===== config.mk =====
export PLATFORM = sky130hd
export DESIGN_NAME = iqdm_sqrt
export DESIGN_NICKNAME = d
export VERILOG_FILES = /design/src/rtl/core/iqdm_pkg.sv /design/src/rtl/core/iqdm_sqrt.sv
export SDC_FILE = /design/constraint.sdc
export NUM_CORES = 1
export LEC_CHECK = 0
export BUFFER_PORTS_ARGS = -buffer_cell sky130_fd_sc_hd__buf_2
export CORE_MARGIN = 2
export CORE_UTILIZATION = 36
export CTS_CLUSTER_DIAMETER = 50
export CTS_CLUSTER_SIZE = 25
export DETAILED_ROUTE_END_ITERATION = 10
export GPL_ROUTABILITY_DRIVEN = 0
export GPL_TIMING_DRIVEN = 1
export SLEW_MARGIN = 40
export SYNTH_ARGS = -nofsm -noshare
export SYNTH_HDL_FRONTEND = slang
export SYNTH_SLANG_ARGS = --single-unit

===== constraint.sdc =====
create_clock -name clk -period 2.66 [get_ports clk]
set_input_delay 0.532 -clock clk [delete_from_list [all_inputs] [get_ports clk]]
set_output_delay 0.532 -clock clk [all_outputs]
set_load 0.005 [all_outputs]

===== src/rtl/core/iqdm_pkg.sv =====
package iqdm_pkg;

    // field widths
    localparam int KIND_W      = 1;
    localparam int INDEX_W     = 10;
    localparam int COEF_IN_W   = 16;
    localparam int BYTE_W      = 8;
    localparam int AMP_OUT_W   = 16;
    localparam int WIN_W       = 16;

    // configuration port
    localparam int CFG_IDX_W   = 2;
    localparam int CFG_DATA_W  = 16;
    localparam int TAPS_W      = 11;
    localparam int GAIN_W      = 16;
    localparam int CLAMP_W     = 16;

    localparam logic [CFG_IDX_W-1:0] REG_TAP_COUNT   = 2'd0;
    localparam logic [CFG_IDX_W-1:0] REG_GAIN        = 2'd1;
    localparam logic [CFG_IDX_W-1:0] REG_CLAMP_LIMIT = 2'd2;

    localparam logic [TAPS_W-1:0]  TAP_COUNT_RESET = 11'd648;
    localparam logic [GAIN_W-1:0]  GAIN_RESET      = 16'd256;
    localparam logic [CLAMP_W-1:0] CLAMP_RESET     = 16'd32767;

    // word kinds
    localparam logic KIND_COEF   = 1'b0;
    localparam logic KIND_SAMPLE = 1'b1;

    // datapath widths
    localparam int SAMPLE_W  = 10;
    localparam logic signed [SAMPLE_W-1:0] SAMPLE_OFFSET = 10'sd255;
    localparam int ACC_W     = 40;
    localparam int HALF_W    = 20;
    localparam int SUM_W     = 80;
    localparam int ROOT_W    = 40;
    localparam int MUL_AW    = 24;
    localparam int GPROD_W   = HALF_W + GAIN_W;
    localparam int SCALED_W  = ROOT_W + GAIN_W;
    localparam int GAIN_SHIFT = 23;
    localparam int AMP_W     = SCALED_W - GAIN_SHIFT;
    localparam int STEP_W    = 3;

    localparam logic [STEP_W-1:0] SQ_LAST_STEP   = 3'd6;
    localparam logic [STEP_W-1:0] GAIN_LAST_STEP = 3'd2;

    typedef enum logic [3:0] {
        ST_IDLE,
        ST_MUL_I,
        ST_MUL_Q,
        ST_ACC_Q,
        ST_ABS,
        ST_SQUARE,
        ST_ROOT_GO,
        ST_ROOT,
        ST_GAIN,
        ST_EMIT
    } state_t;

    typedef struct packed {
        logic              done;
        logic [ROOT_W-1:0] root;
    } root_res_t;

endpackage


===== src/rtl/core/iqdm_sqrt.sv =====
module iqdm_sqrt (
    input  logic                          clk,
    input  logic                          rst_n,
    input  logic                          start,
    input  logic [iqdm_pkg::SUM_W-1:0]    radicand,
    output iqdm_pkg::root_res_t           res
);

    localparam int SW    = iqdm_pkg::SUM_W;
    localparam int RW    = iqdm_pkg::ROOT_W;
    localparam int REM_W = RW + 2;
    localparam int CNT_W = $clog2(RW);

    logic [SW-1:0]    rad_reg, rad_next;
    logic [REM_W-1:0] rem_reg, rem_next;
    logic [RW-1:0]    root_reg, root_next;
    logic [CNT_W-1:0] cnt_reg, cnt_next;
    logic             busy_reg, busy_next;
    logic             done_reg, done_next;
    logic [REM_W+1:0] trial_rem;
    logic [REM_W+1:0] trial_sub;

    // one result bit per cycle, restoring digit recurrence
    always_comb
    begin
        trial_rem = {rem_reg, rad_reg[SW-1 -: 2]};
        trial_sub = {2'b00, root_reg, 2'b01};
        rad_next  = rad_reg;
        rem_next  = rem_reg;
        root_next = root_reg;
        cnt_next  = cnt_reg;
        busy_next = busy_reg;
        done_next = 1'b0;
        if (start)
        begin
            rad_next  = radicand;
            rem_next  = '0;
            root_next = '0;
            cnt_next  = '0;
            busy_next = 1'b1;
        end
        else if (busy_reg)
        begin
            rad_next = rad_reg << 2;
            cnt_next = cnt_reg + CNT_W'(1);
            if (trial_rem >= trial_sub)
            begin
                rem_next  = REM_W'(trial_rem - trial_sub);
                root_next = {root_reg[RW-2:0], 1'b1};
            end
            else
            begin
                rem_next  = REM_W'(trial_rem);
                root_next = {root_reg[RW-2:0], 1'b0};
            end
            if (cnt_reg == CNT_W'(RW - 1))
            begin
                busy_next = 1'b0;
                done_next = 1'b1;
            end
        end
    end

    always_ff @(posedge clk or negedge rst_n)
    begin
        if (!rst_n)
        begin
            cnt_reg  <= '0;
            busy_reg <= 1'b0;
            done_reg <= 1'b0;
        end
        else
        begin
            cnt_reg  <= cnt_next;
            busy_reg <= busy_next;
            done_reg <= done_next;
        end
    end

    always_ff @(posedge clk)
    begin
        rad_reg  <= rad_next;
        rem_reg  <= rem_next;
        root_reg <= root_next;
    end

    assign res.done = done_reg;
    assign res.root = root_reg;

endmodule


==> results.txt <==
- Cell types occupying the most area after synthesis: edfxtp_1 (25%), dfxtp_1 (17%), mux2_2 (9.3%), ha_1 (5.6%), mux2i_1 (5.4%)
* Input/output buffers: 123
* # rows: 59
- Across the run, the number of max-cap violations was 0.
* Maximum clock skew at final layout: 0.0120 ns
- Number of DRC violations after detailed routing: 0
- For this design the total switching power over the nets is 6.26 mW.
- Worst Setup End Kind: flop
- After detailed routing, the number of vias per cell comes to 5.05.
- Sequential elements use 44.4% of the synthesized area.
- Clock transition at the registers of the reported paths: 0.07 ns
- Among all stages on the critical path, the largest delay is contributed by dfxtp_2.
- Hold_ws: 0.373 ns
* Unrepaired setup endpoints after global routing: yes
* Maximum number of pins on one net before global-route repair: 81
- For this run, the slowest stage of the critical path takes 0.34 ns.
* Post-synthesis mux area share: 15.1%
- Along the worst path, the maximum fanout reaches 13.
- In this run the number of H-tree levels came out at 4.
- Registers are responsible for 21.5% of the overall power.
- Before antenna repair, the detailed router went through 4 iterations.
- Number of warnings printed during yosys synthesis: 0
* Netlist area before placement: 9570 µm²
- Antenna violations before repair: 3
- Static Leak: 5.92 nW
- Core outline area: 26100 µm²
* Clock Root Buffer: clkbuf_16
- After Yosys synthesis, full adders, half adders and majority gates account for 5.62% of the synthesized area.
- STA puts the critical path data required time at 2.95 ns.
* Average size of a mapped cell: 10.1 µm²
- Post-synth EDFFs: 80
- In this run the worst setup path begins at root_reg[17].
* Area growth from synthesis to layout: 38.3%
* Number of buffers on the longest clock path: 2
- Summed over its instances, the top area cell type makes up 25.1% of the synthesized netlist area.
- At the later pin of the worst-skew pair, clock insertion delay measures 0.45 ns.
- Reg-to-Reg Start: root_reg[17]
* Storage element area: 4280 µm²
- Number of global-route vias before repair: 7870
- The most used flip-flop cell after synthesis is dfxtp_1.
* Compound-Gate Fraction of Synth Area: 14.4%
- Cell-by-cell trace of the critical path: inv_1, ha_4, nand4_1, nor3_4, nand2_2, nor4_4, buf_4, nor4_4, a21oi_4, buf_4, mux2i_2, a211oi_1
- The worst setup path is launched from a flop.
* Combined global-route utilization of all metal layers: 17.0%
- TritonCTS built the clock tree.
- Worst setup slack after layout: -0.128 ns
- For this design the top-level I/O count stands at 124.
- VDD sags by at most 0.000763 V.
- Dominant combinational cell family by area after synthesis: multiplexers
- The critical path is of the flop to flop type.
- The kind of cell with the highest combined delay along the critical path is simple AND/OR/NAND/NOR gates.
* Area of the multi-input gates: 5640 µm²
* Number of DRC markers in iteration 0: 431
- Cell total after placement: 1507
- Detailed routing inserted a total of 7868 vias.
- R2r setup slk: -0.13 ns
- Post-DRT Antenna Nets: 0
* Destination of the worst register-to-register timing path: rem_reg[22]
- The floorplan step set the die height to 167 µm.
- Number of distinct library cells after synthesis: 72
* Antenna cell count: 0
- Area share of xor/xnor cells in the synthesized design: 3.48%
- Summed over all layers, the global routing overflow is 0.
* Post-Syn Nets: 1076
* Half-perimeter wire length of the detailed placement result: 16700 µm
- Share of the clock period used by the worst path: 105%
- Result of the run: finished, violations left
- Buffers inserted during clock tree synthesis total 17.
- Counting I/O delays and the setup requirement, the final critical path takes 2.79 ns.
* Data arrival, critical path: 3.08 ns
- Setup violations remaining at the end of the flow were counted as 32.
* Number of max-slew violations in the final report: 0
* Net count reported at finish: 1336
* Drt total wl: 24300 µm
- The layout has 2379 filler cells.
- Fraction of layout instances using a drive strength above 1: 46.4%
* Termination of the worst setup path: rem_reg[22]
* Ranking of synthesized cells by instance count: nor2_1 (102), dfxtp_1 (82), edfxtp_1 (80)
- Internal power summed over all cells: 9.62 mW
* Buffering stage count on the worst path with inverters included: 3
* Hold Fails Final Rpt: 0
- For this design, the sink count on the clock tree is 170.
- The register with the most flip-flops in the layout has 80 of them.
* Relative max-transition margin: 52.6%
- The first global-routing pass estimated 38900 µm of wire.
- Power density over the cells: 1200 nW/µm²
- Cell Count, Final, Fillers Out: 1558
- In this run, synthesis produced a sequential element count of 170.
* Mean routed wirelength per cell: 15.6 µm
- Worst reg-to-reg path cell count: 12
* Cell area after placement: 11700 µm²
* Portion of total power attributed to combinational logic: 62.6%
- Clock group share of total power: 15.9%
- Counting buffers and inverters, the worst setup path is 12 cells deep.
- Timing would allow up to 0.359 GHz.
- Of the total power, the share spent switching nets is 39.4%.
- Number of instances in the synthesized netlist: 950
- Actual transition at the worst max-transition pin: 0.711 ns
* Starting utilization of the core area: 36.7%
- Of all cell types, the one taking the most synthesized area is edfxtp_1.
* X dimension of the die: 167 µm
- Simple-Gate Fraction of Synth Area: 12.1%
* Final instance area: 13200 µm²
- Min-Delay Path Class: input port to flop
- In the post-synthesis netlist, the cell with the most instances is nor2_1.
- Post-synth ARST share: 4.71%
- Overall die area: 27900 µm²
- Violations in the final reports: setup timing
[worst min path at each step]
| stage | slack [ns] | start | to | depth (start not counted) |
|---|---|---|---|---|
| floorplan | 0.24 | rst_n | busy_reg | 0 |
| finish | 0.37 | radicand[0] | rad_reg[0] | 2 |
| CTS | 0.36 | radicand[0] | rad_reg[0] | 2 |
| global route | 0.36 | radicand[31] | rad_reg[31] | 2 |
| detailed placement | 0.38 | rst_n | done_reg | 1 |
| global placement | 0.38 | rst_n | done_reg | 1 |
[worst reg2reg max path: cells and delay by family (launching register included)]
kind	cells	cell delay, ns
multiplexers	1	0.26
AND/OR/NAND/NOR	5	0.85
buffers and inverters	3	0.52
flip-flops	1	0.34
AO/OA/AOI/OAI	2	0.41
adder cells (fa/ha/maj)	1	0.27
[metal layers]
layer  vias up  track usage [%]  share of wire [%]
met2       178             27.4                 46
met1      3710             21.9                 45
li1       3947                -                  -
met4         4             3.90                1.4
met5         -                0              0.086
met3        29             5.96                6.8
[cells in the final DEF, fill, tap and decap left out, types with 12 or more instances in the layout]
cell type / netlist / routed
clkbuf_16: 0 / 19
a21o_1: 33 / 33
dfxtp_2: 0 / 23
buf_4: 5 / 163
a21oi_1: 49 / 37
nand2_1: 72 / 65
xor2_1: 20 / 20
dfxtp_1: 82 / 59
nand4_1: 16 / 16
xnor2_1: 18 / 18
ha_4: 0 / 24
buf_2: 15 / 122
ha_1: 43 / 18
edfxtp_1: 80 / 80
o21ai_0: 22 / 13
nor2_1: 102 / 95
inv_1: 49 / 39
mux2i_1: 52 / 48
a211oi_1: 18 / 13
a21oi_2: 2 / 12
mux2_2: 79 / 79
[logic make-up after synthesis]
family	Yosys count
AO/OA/AOI/OAI	200
XOR/XNOR	38
adder cells (fa/ha/maj)	43
buffers and inverters	112
flip-flops	170
multiplexers	134
AND/OR/NAND/NOR	253
[metrics by stage]
stage / TNS, ns / utilization [%] / power (mW) / setup slack [ns]
2_1_floorplan: -0.183 / - / 8.50 / -0.0700
3_3_place_gp: -1.69 / 44.8 / 11.0 / -0.168
3_5_place_dp: -4.23 / 44.8 / 11.1 / -0.238
4_1_cts: -0.340 / 48.6 / 14.6 / -0.106
5_1_grt: -5.39 / 50.8 / 16.9 / -0.215
6_report: -2.00 / 50.8 / 15.9 / -0.128
[final cells by class]
class / instances / share of cell area [%]
Sequential cell: 170 / 32.3
Multi-Input combinational cell: 668 / 42.6
Timing Repair Buffer: 302 / 15.8
Tap cell: 335 / 3.17
Inverter: 50 / 1.50
Clock inverter: 14 / 1.23
Clock buffer: 18 / 3.24
Timing Repair inverter: 1 / 0.0567
[power groups by stage]
stage	Clock [mW]	Combinational (mW)	Sequential (mW)
6_report	2.53	9.94	3.42
5_1_grt	2.71	10.7	3.46
4_1_cts	2.60	8.62	3.39
3_5_place_dp	0	7.70	3.41
3_3_place_gp	0	7.62	3.40
2_1_floorplan	0	5.12	3.38
[repair_timing]
item	in CTS	in global routing
gates cloned	2	3
setup endpoints to repair	43	43
hold endpoints to repair	8	0
resized for setup	60	100
pin swaps	24	57
hold buffers	1	0
buffers inserted	7	11
(Power assumes the default switching activity.)
