### config.mk
export PLATFORM = sky130hd
export DESIGN_NAME = iqdm_mul
export DESIGN_NICKNAME = d
export VERILOG_FILES = /design/src/rtl/core/iqdm_mul.sv
export SDC_FILE = /design/constraint.sdc
export NUM_CORES = 1
export LEC_CHECK = 0
export BUFFER_PORTS_ARGS = -buffer_cell sky130_fd_sc_hd__buf_2
export CAP_MARGIN = 20
export CORE_ASPECT_RATIO = 1.2
export CORE_MARGIN = 1.5
export CORE_UTILIZATION = 60
export DETAILED_ROUTE_END_ITERATION = 12
export GPL_TIMING_DRIVEN = 0
export PLACE_DENSITY = 0.78
export SLEW_MARGIN = 10
export SYNTH_ARGS = -nofsm -noshare
export SYNTH_HDL_FRONTEND = slang
export SYNTH_SLANG_ARGS = --single-unit
### constraint.sdc
create_clock -name clk -period 7.23 [get_ports clk]
set_input_delay 0 -clock clk [delete_from_list [all_inputs] [get_ports clk]]
set_output_delay 0 -clock clk [all_outputs]
set_load 0.01 [all_outputs]
### src/rtl/core/iqdm_mul.sv
module iqdm_mul #(
    parameter int AW = 24,
    parameter int BW = 17
) (
    input  logic                     clk,
    input  logic signed [AW-1:0]     a,
    input  logic signed [BW-1:0]     b,
    output logic signed [AW+BW-1:0]  prod
);

    logic signed [AW+BW-1:0] prod_reg;

    // registered signed product, shared by the multiply, square and gain steps of the sequencer
    always_ff @(posedge clk)
    begin
        prod_reg <= a * b;
    end

    assign prod = prod_reg;

endmodule

==> flow_summary.ini, run 1 <==
[outcome]
status = finished, final reports clean

[synth]
ys_top_cells_by_area = fa_1 (52%), inv_1 (11%), ha_1 (8.0%)
ys_warn_count = 0
synth_cell_types = 59
yosys.area.top_type = fa_1
yosys.area_share.xor_xnor = 0.0231
netlist_area_mm2 = 0.0155
synthAdderAreaFrac = 0.597
yosys-mux-area-fraction = 0
postSynthAreaPerCell_um2 = 9.16
ys_async_sr_fraction = 0
synth_edf_count = 0
synth_top_area_frac = 0.517
synth_top_family_by_area = adder cells
synth_flop_cell = dfxtp_1
synth_compound_area_frac = 0.0459
ys_ff_latch = 41
synth-seq-area-share = 0.0528
synthesis.nets = 2237
synth_cells = 1695
synth-simple-area-share = 0.154

[finish]
final_cell_count_no_fill = 2115
nets = 2326
insertedDiodeCount = 0
area_growth_syn_to_layout_pct = 6.40
fillers = 2125
multi_input_area_mm2 = 0.0127
largest_reg_flops = 41
drive_gt1_frac = 0.0639
ff_latch_area_um2 = 821

[timing]
fin_crit_sh = 0.936
fmax_ghz = 0.148
tightest_slew_ps = 772
min_period_ps = 6770
fin_setup_tns_ps = 0
final-max-slew-violation-count = 0
relSlewSlack = 0.484
hold_viol_final = 0
setup_viol = 0
rsz0062_at_grt = no
worst_slack_ps = 462

[floorplan]
die_h_um = 179
core_area_mm2 = 0.0255
die_area_mm2 = 0.0269
die_w_um = 150
io_pins = 83
start_util = 0.610
rows = 64

[clock_tree]
numCtsBuffers = 5
clock_sinks = 41
cts-resized-gates = 0
post-cts-setup-buffers = 0
cts_hold_buffers = 0
clock-root-buffer = clkbuf_16
cts_tree = done
clock_tree.buffer_depth = 2
cts.clk_slew.worst_paths_ps = 60
htreeDepth = 2

[critical_path]
crit_type = input port to flop
path_cells = buf_2, clkbuf_1, nand2_1, fa_1, inv_1, fa_1, inv_1, fa_1, inv_1, fa_1, fa_1, inv_1, fa_1, inv_1, ha_1, o211ai_1, nor2_2, a221oi_2, a2111oi_2, o311ai_2, a311oi_2, a311oi_1, o21bai_1, xnor2_1
arrival_ps = 6970
critical_path_buf_inv_count = 7
path_max_fanout = 10
crit_top_cell = fa_1
crit_path_start_kind = input port
endpoint_kind = flop
cpMaxStageDelayCell = fa_1
required_ps = 7430
crit_path_max_incr_delay_ps = 590
cp_top_family = adder cells

[global_routing]
gr-total-overflow = 0
grt_max_degree = 15
grt_pass1_vias = 12882
grt_pass1_wl_um = 66100
antenna_found_initial = 1
grtUsageTotal = 0.330

[drt]
wl_um = 39800
first_pass_iters = 5
viasPerCell = 5.51
remaining_drc_errors = 0
ant_nets = 0
vias = 11646
wire_per_inst_um = 18.8
drtIter0Drc = 772

[min_path]
hold_end = prod[0]$_DFF_P_
min_from = a[0]
holdPathStages = 2
hold_class = input port to flop

[placed_design]
place_inst = 2107
portBuffers = 82
preCtsSetupSlack_ps = 107
gp_congestion = 0.979
dpl.hpwl_um = 34200

[job]
drv_cap = 0
-- cells by family (layout without fill, tap and decap cells) --
| group | Yosys count | after routing |
|---|---|---|
| buffers and inverters | 521 | 611 |
| adders and majority gates | 500 | 500 |
| and+or+nand+nor | 488 | 488 |
| AOI/OAI and AO/OA | 104 | 104 |
| xor gates and xnor gates | 41 | 41 |
| DFF | 41 | 41 |
-- cells in the final DEF, fill, tap and decap left out, types with 3 or more instances in the layout --
cell type and count:
clkbuf_1 59, fa_1 401, xor2_1 8, nand2b_1 8
nand2_1 227, o211ai_1 4, o21a_1 6, a211oi_1 3
nand4_1 8, clkbuf_16 5, nor2_1 37, inv_1 457
o21ai_0 15, or3_1 3, ha_1 99, nor2b_1 4
a21oi_1 37, o21bai_1 4, a21o_1 5, and2_1 177
and2_2 3, a21o_2 3, xnor2_1 33, buf_2 82
nor3_1 7, nand3_1 3, dfxtp_1 41
-- synthesized netlist by cell type (6+ instances only) --
library cell and number:
nor2_1 37, nand4_1 8, nand2b_1 8, xor2_1 8, inv_1 457, a21oi_1 37, dfxtp_1 41, and2_1 177
fa_1 401, nor3_1 7, nand2_1 227, o21ai_0 15, o21a_1 6, ha_1 99, clkbuf_1 59, xnor2_1 33
-- per-layer routing --
metal,vias up,wire [µm],GRT usage
li1,5056,-,-
met1,5967,14200,0.392
met2,472,20000,0.563
met3,151,2500,0.0399
met4,0,3070,0.224
met5,-,0,0
-- final cells by class --
type,instances,area share
Clock buffer,5,0.00757
Timing Repair Buffer,82,0.0248
Inverter,457,0.104
Clock inverter,3,0.00280
Multi-Input combinational cell,1133,0.770
Buffer,64,0.0159
Tap cell,330,0.0250
Sequential cell,41,0.0497
-- stage by stage --
step / hold WS (ps) / utilization / instance area, µm²
5_1_grt: 156 / 0.649 / 16500
3_5_place_dp: 393 / 0.642 / 16400
2_1_floorplan: 127 / - / 15500
6_report: 155 / 0.649 / 16500
4_1_cts: 147 / 0.649 / 16500
3_3_place_gp: 394 / 0.642 / 16400
-- worst max-delay path by stage --
stage	from	end	slack, ps	cells past startpoint
finish	b[3]	prod[40]$_DFF_P_	460	24
global route	b[3]	prod[40]$_DFF_P_	150	22
CTS	b[3]	prod[40]$_DFF_P_	430	24
detailed placement	b[3]	prod[40]$_DFF_P_	110	24
global placement	b[3]	prod[40]$_DFF_P_	110	24
floorplan	b[5]	prod[40]$_DFF_P_	1650	19
Power of run 1 is not shown: default switching activity piles up to over one toggle a cycle in this logic, so the estimate is an artifact.
==> run 2: changes to the inputs <==
CORE_UTILIZATION = 30   (was 60)
PLACE_DENSITY = unset   (was 0.78)
SKIP_LAST_GASP = 1   (was unset)
==> run 2 against run 1 <==
Wire length increased by 11%; cell count increased by 15%; sequential share of layout area decreased by 0.12 points; clock-buffer cell count increased by 1; critical path depth unchanged; largest cell class unchanged; die area increased by 98%; first-iteration DRC count decreased by 34%; critical path type unchanged.
==> flow_summary.ini, run 2 (synthesis results as in run 1) <==
[timing]
relSlewSlack = 0.457
setup_viol = 0
fin_setup_tns_ps = 0
worst_slack_ps = 267
min_period_ps = 6960
final-max-slew-violation-count = 0
fmax_ghz = 0.144
hold_viol_final = 0
tightest_slew_ps = 814
fin_crit_sh = 0.963
rsz0062_at_grt = no

[placed_design]
preCtsSetupSlack_ps = -60.4
portBuffers = 82
dpl.hpwl_um = 38200
gp_congestion = 0.909

[floorplan]
io_pins = 83
die_h_um = 252
die_w_um = 211
rows = 91
core_area_mm2 = 0.0512
start_util = 0.303
die_area_mm2 = 0.0532

[min_path]
min_from = a[0]
hold_end = prod[0]$_DFF_P_
holdPathStages = 2
hold_class = input port to flop

[global_routing]
grt_pass1_wl_um = 71700
grtUsageTotal = 0.181
grt_max_degree = 14
grt_pass1_vias = 13003
gr-total-overflow = 0
antenna_found_initial = 1

[drt]
remaining_drc_errors = 0
dr.max_layer_used = met5
first_pass_iters = 6
met1_length_um = 16300
wl_met3_um = 2250
wire_per_inst_um = 18.2
ant_nets = 0
viasPerCell = 4.68
drtIter0Drc = 506
wl_met2_um = 23400
vias = 11404
wl_um = 44300

[critical_path]
crit_type = input port to flop
path_max_fanout = 10
cpMaxStageDelayCell = clkbuf_1
path_cells = buf_2, clkbuf_1, nand2_1, fa_1, inv_1, fa_1, inv_1, fa_1, inv_1, fa_1, fa_1, inv_1, fa_1, inv_1, ha_1, o211ai_1, nor2_2, a221oi_2, a2111oi_2, o311ai_2, a311oi_2, a311oi_1, o21bai_1, xnor2_1
required_ps = 7460
crit_path_start_kind = input port
endpoint_kind = flop
arrival_ps = 7190
crit_top_cell = fa_1
crit_path_max_incr_delay_ps = 650
cp_top_family = adder cells
critical_path_buf_inv_count = 7

[clock_tree]
cts.clk_slew.worst_paths_ps = 70
cts_hold_buffers = 0
clock-root-buffer = clkbuf_16
clock_sinks = 41
post-cts-setup-buffers = 0
clock_tree.buffer_depth = 2
numCtsBuffers = 5
htreeDepth = 2
cts_tree = done
cts-resized-gates = 0

[finish]
fillers = 5394
ff_latch_area_um2 = 821
layout_common_cells = inv_1 (457), fa_1 (401), nand2_1 (227)
insertedDiodeCount = 0
fin_util = 0.331
nets = 2326
area_growth_syn_to_layout_pct = 9.02
multi_input_area_mm2 = 0.0127
final_common_cell = inv_1
largest_reg_flops = 41
drive_gt1_frac = 0.0639

[job]
drv_cap = 0

[outcome]
status = finished, final reports clean
[run 2: layout make-up]
class | count | share of cell area
tap | 651 | 0.0481
clock buffer | 6 | 0.00820
inverter | 457 | 0.101
sequential | 41 | 0.0485
clock inverter | 2 | 0.00222
timing repair buffer | 82 | 0.0242
multi-input combinational | 1133 | 0.752
buffer | 64 | 0.0155
[run 2: how the worst max path moves through the flow]
stage / end / from / slack (ps) / depth (start not counted)
global placement: prod[40]$_DFF_P_ / b[3] / -40 / 24
finish: prod[40]$_DFF_P_ / b[3] / 270 / 24
global route: prod[40]$_DFF_P_ / b[3] / 50 / 24
floorplan: prod[40]$_DFF_P_ / b[5] / 1650 / 19
detailed placement: prod[40]$_DFF_P_ / b[3] / -60 / 24
CTS: prod[40]$_DFF_P_ / b[3] / 290 / 24
[run 2: per-layer routing]
layer | vias up | global-route usage
li1 | 5045 | -
met1 | 5928 | 0.199
met2 | 320 | 0.334
met3 | 109 | 0.0281
met4 | 2 | 0.0927
met5 | - | 0
[run 2: stage by stage]
stage	hold WS, ps	instances	cell area, µm²
global placement	399	2428	16800
CTS	122	2436	16900
global route	121	2436	16900
detailed placement	398	2428	16800
finish	131	2436	16900
floorplan	127	1695	15500
Power of run 2 is left out for the same reason.
==> run 3: changes to the inputs <==
CORE_MARGIN = unset   (was 1.5)
==> run 3 against run 2 <==
Hold slack improved by 11 ps; flip-flop and latch count is the same; die area shrank 0.87%; via count stayed put; cell area is essentially flat; cell count stayed put; clock-buffer cell count unchanged; sequential share of layout area is essentially flat.
==> flow_summary.ini, run 3 (synthesis results as in run 1) <==
[finish]
layout_common_cells = inv_1 (457), fa_1 (401), nand2_1 (227)
insertedDiodeCount = 0
drive_gt1_frac = 0.0644
stdcell_area_mm2 = 0.0169
final_common_cell = inv_1
largest_reg_flops = 41
fillers = 5353
area_growth_syn_to_layout_pct = 9.03
nets = 2326

[global_routing]
grt_max_degree = 14
gr-total-overflow = 0
antenna_found_initial = 2
grt_pass1_wl_um = 72100
grtUsageTotal = 0.181
grt_pass1_vias = 13086

[floorplan]
start_util = 0.303
die_h_um = 251
rows = 91
die_w_um = 210
io_pins = 83
die_area_mm2 = 0.0527
core_area_mm2 = 0.0512

[drt]
viasPerCell = 4.68
vias = 11404
ant_nets = 0
remaining_drc_errors = 0
first_pass_iters = 6
drtIter0Drc = 609
wire_per_inst_um = 18.2
wl_um = 44200

[timing]
fmax_ghz = 0.147
relSlewSlack = 0.464
final-max-slew-violation-count = 0
tightest_slew_ps = 802
worst_slack_ps = 431
min_period_ps = 6800
fin_setup_tns_ps = 0
hold_viol_final = 0
rsz0062_at_grt = no
fin_crit_sh = 0.940
setup_viol = 0

[critical_path]
required_ps = 7450
crit_path_max_incr_delay_ps = 550
cpMaxStageDelayCell = clkbuf_1
crit_path_start_kind = input port
cp_top_family = adder cells
endpoint_kind = flop
path_max_fanout = 10
path_cells = buf_2, clkbuf_1, nand2_1, fa_1, inv_1, fa_1, inv_1, fa_1, inv_1, fa_1, fa_1, inv_1, fa_1, inv_1, ha_1, o211ai_1, nor2_2, a221oi_2, a2111oi_2, o311ai_2, a311oi_2, a311oi_1, o21bai_1, xnor2_1
critical_path_buf_inv_count = 7
arrival_ps = 7020
crit_top_cell = fa_1
crit_type = input port to flop

[clock_tree]
post-cts-setup-buffers = 0
htreeDepth = 2
cts.clk_slew.worst_paths_ps = 70
numCtsBuffers = 5
clock_tree.buffer_depth = 2
clock-root-buffer = clkbuf_16
clock_sinks = 41
cts_tree = done

[outcome]
status = finished, final reports clean

[placed_design]
gp_congestion = 0.948
place_area_mm2 = 0.0168
portBuffers = 82
preCtsSetupSlack_ps = 5.72
dpl.hpwl_um = 38500

[job]
drv_cap = 0

[min_path]
hold_class = input port to flop
==> run 3: changes by cell type in the layout (fill, tap and decap cells not counted) <==
cell      change
clkbuf_2      +1
clkbuf_1      -1
==> run 3: cell type report <==
type	instances	area, µm²	share of cell area
Buffer	64	264	0.0156
Clock buffer	6	139	0.00820
Clock inverter	2	37.5	0.00222
Inverter	457	1720	0.101
Multi-Input combinational cell	1133	12700	0.752
Sequential cell	41	821	0.0485
Tap cell	651	815	0.0481
Timing Repair Buffer	82	410	0.0242
==> run 3: layer usage <==
metal / global-route usage / wire length [µm] / vias up
met4: 0.0738 / 1810 / 2
met5: 0 / 13 / -
li1: - / - / 5045
met3: 0.0195 / 1670 / 86
met2: 0.345 / 24000 / 267
met1: 0.204 / 16700 / 6004
==> run 3: path summary, 6_finish.rpt <==
check,start,end,cells after the start,slack (ps)
setup / recovery,a[12],prod[40]$_DFF_P_,24,430
hold / removal,a[0],prod[0]$_DFF_P_,2,140
==> run 3: per-stage QoR <==
step	hold slack, ps	instances	utilization
floorplan	127	1695	-
global placement	398	2428	0.327
detailed placement	394	2428	0.327
CTS	120	2436	0.331
global route	121	2436	0.331
finish	143	2436	0.331
==> run 3: timing repair <==
action	4_1_cts	5_1_grt
hold buffers	0	0
endpoints found under the setup margin	0	1
resized for setup	0	2
Power of run 3 is left out for the same reason.
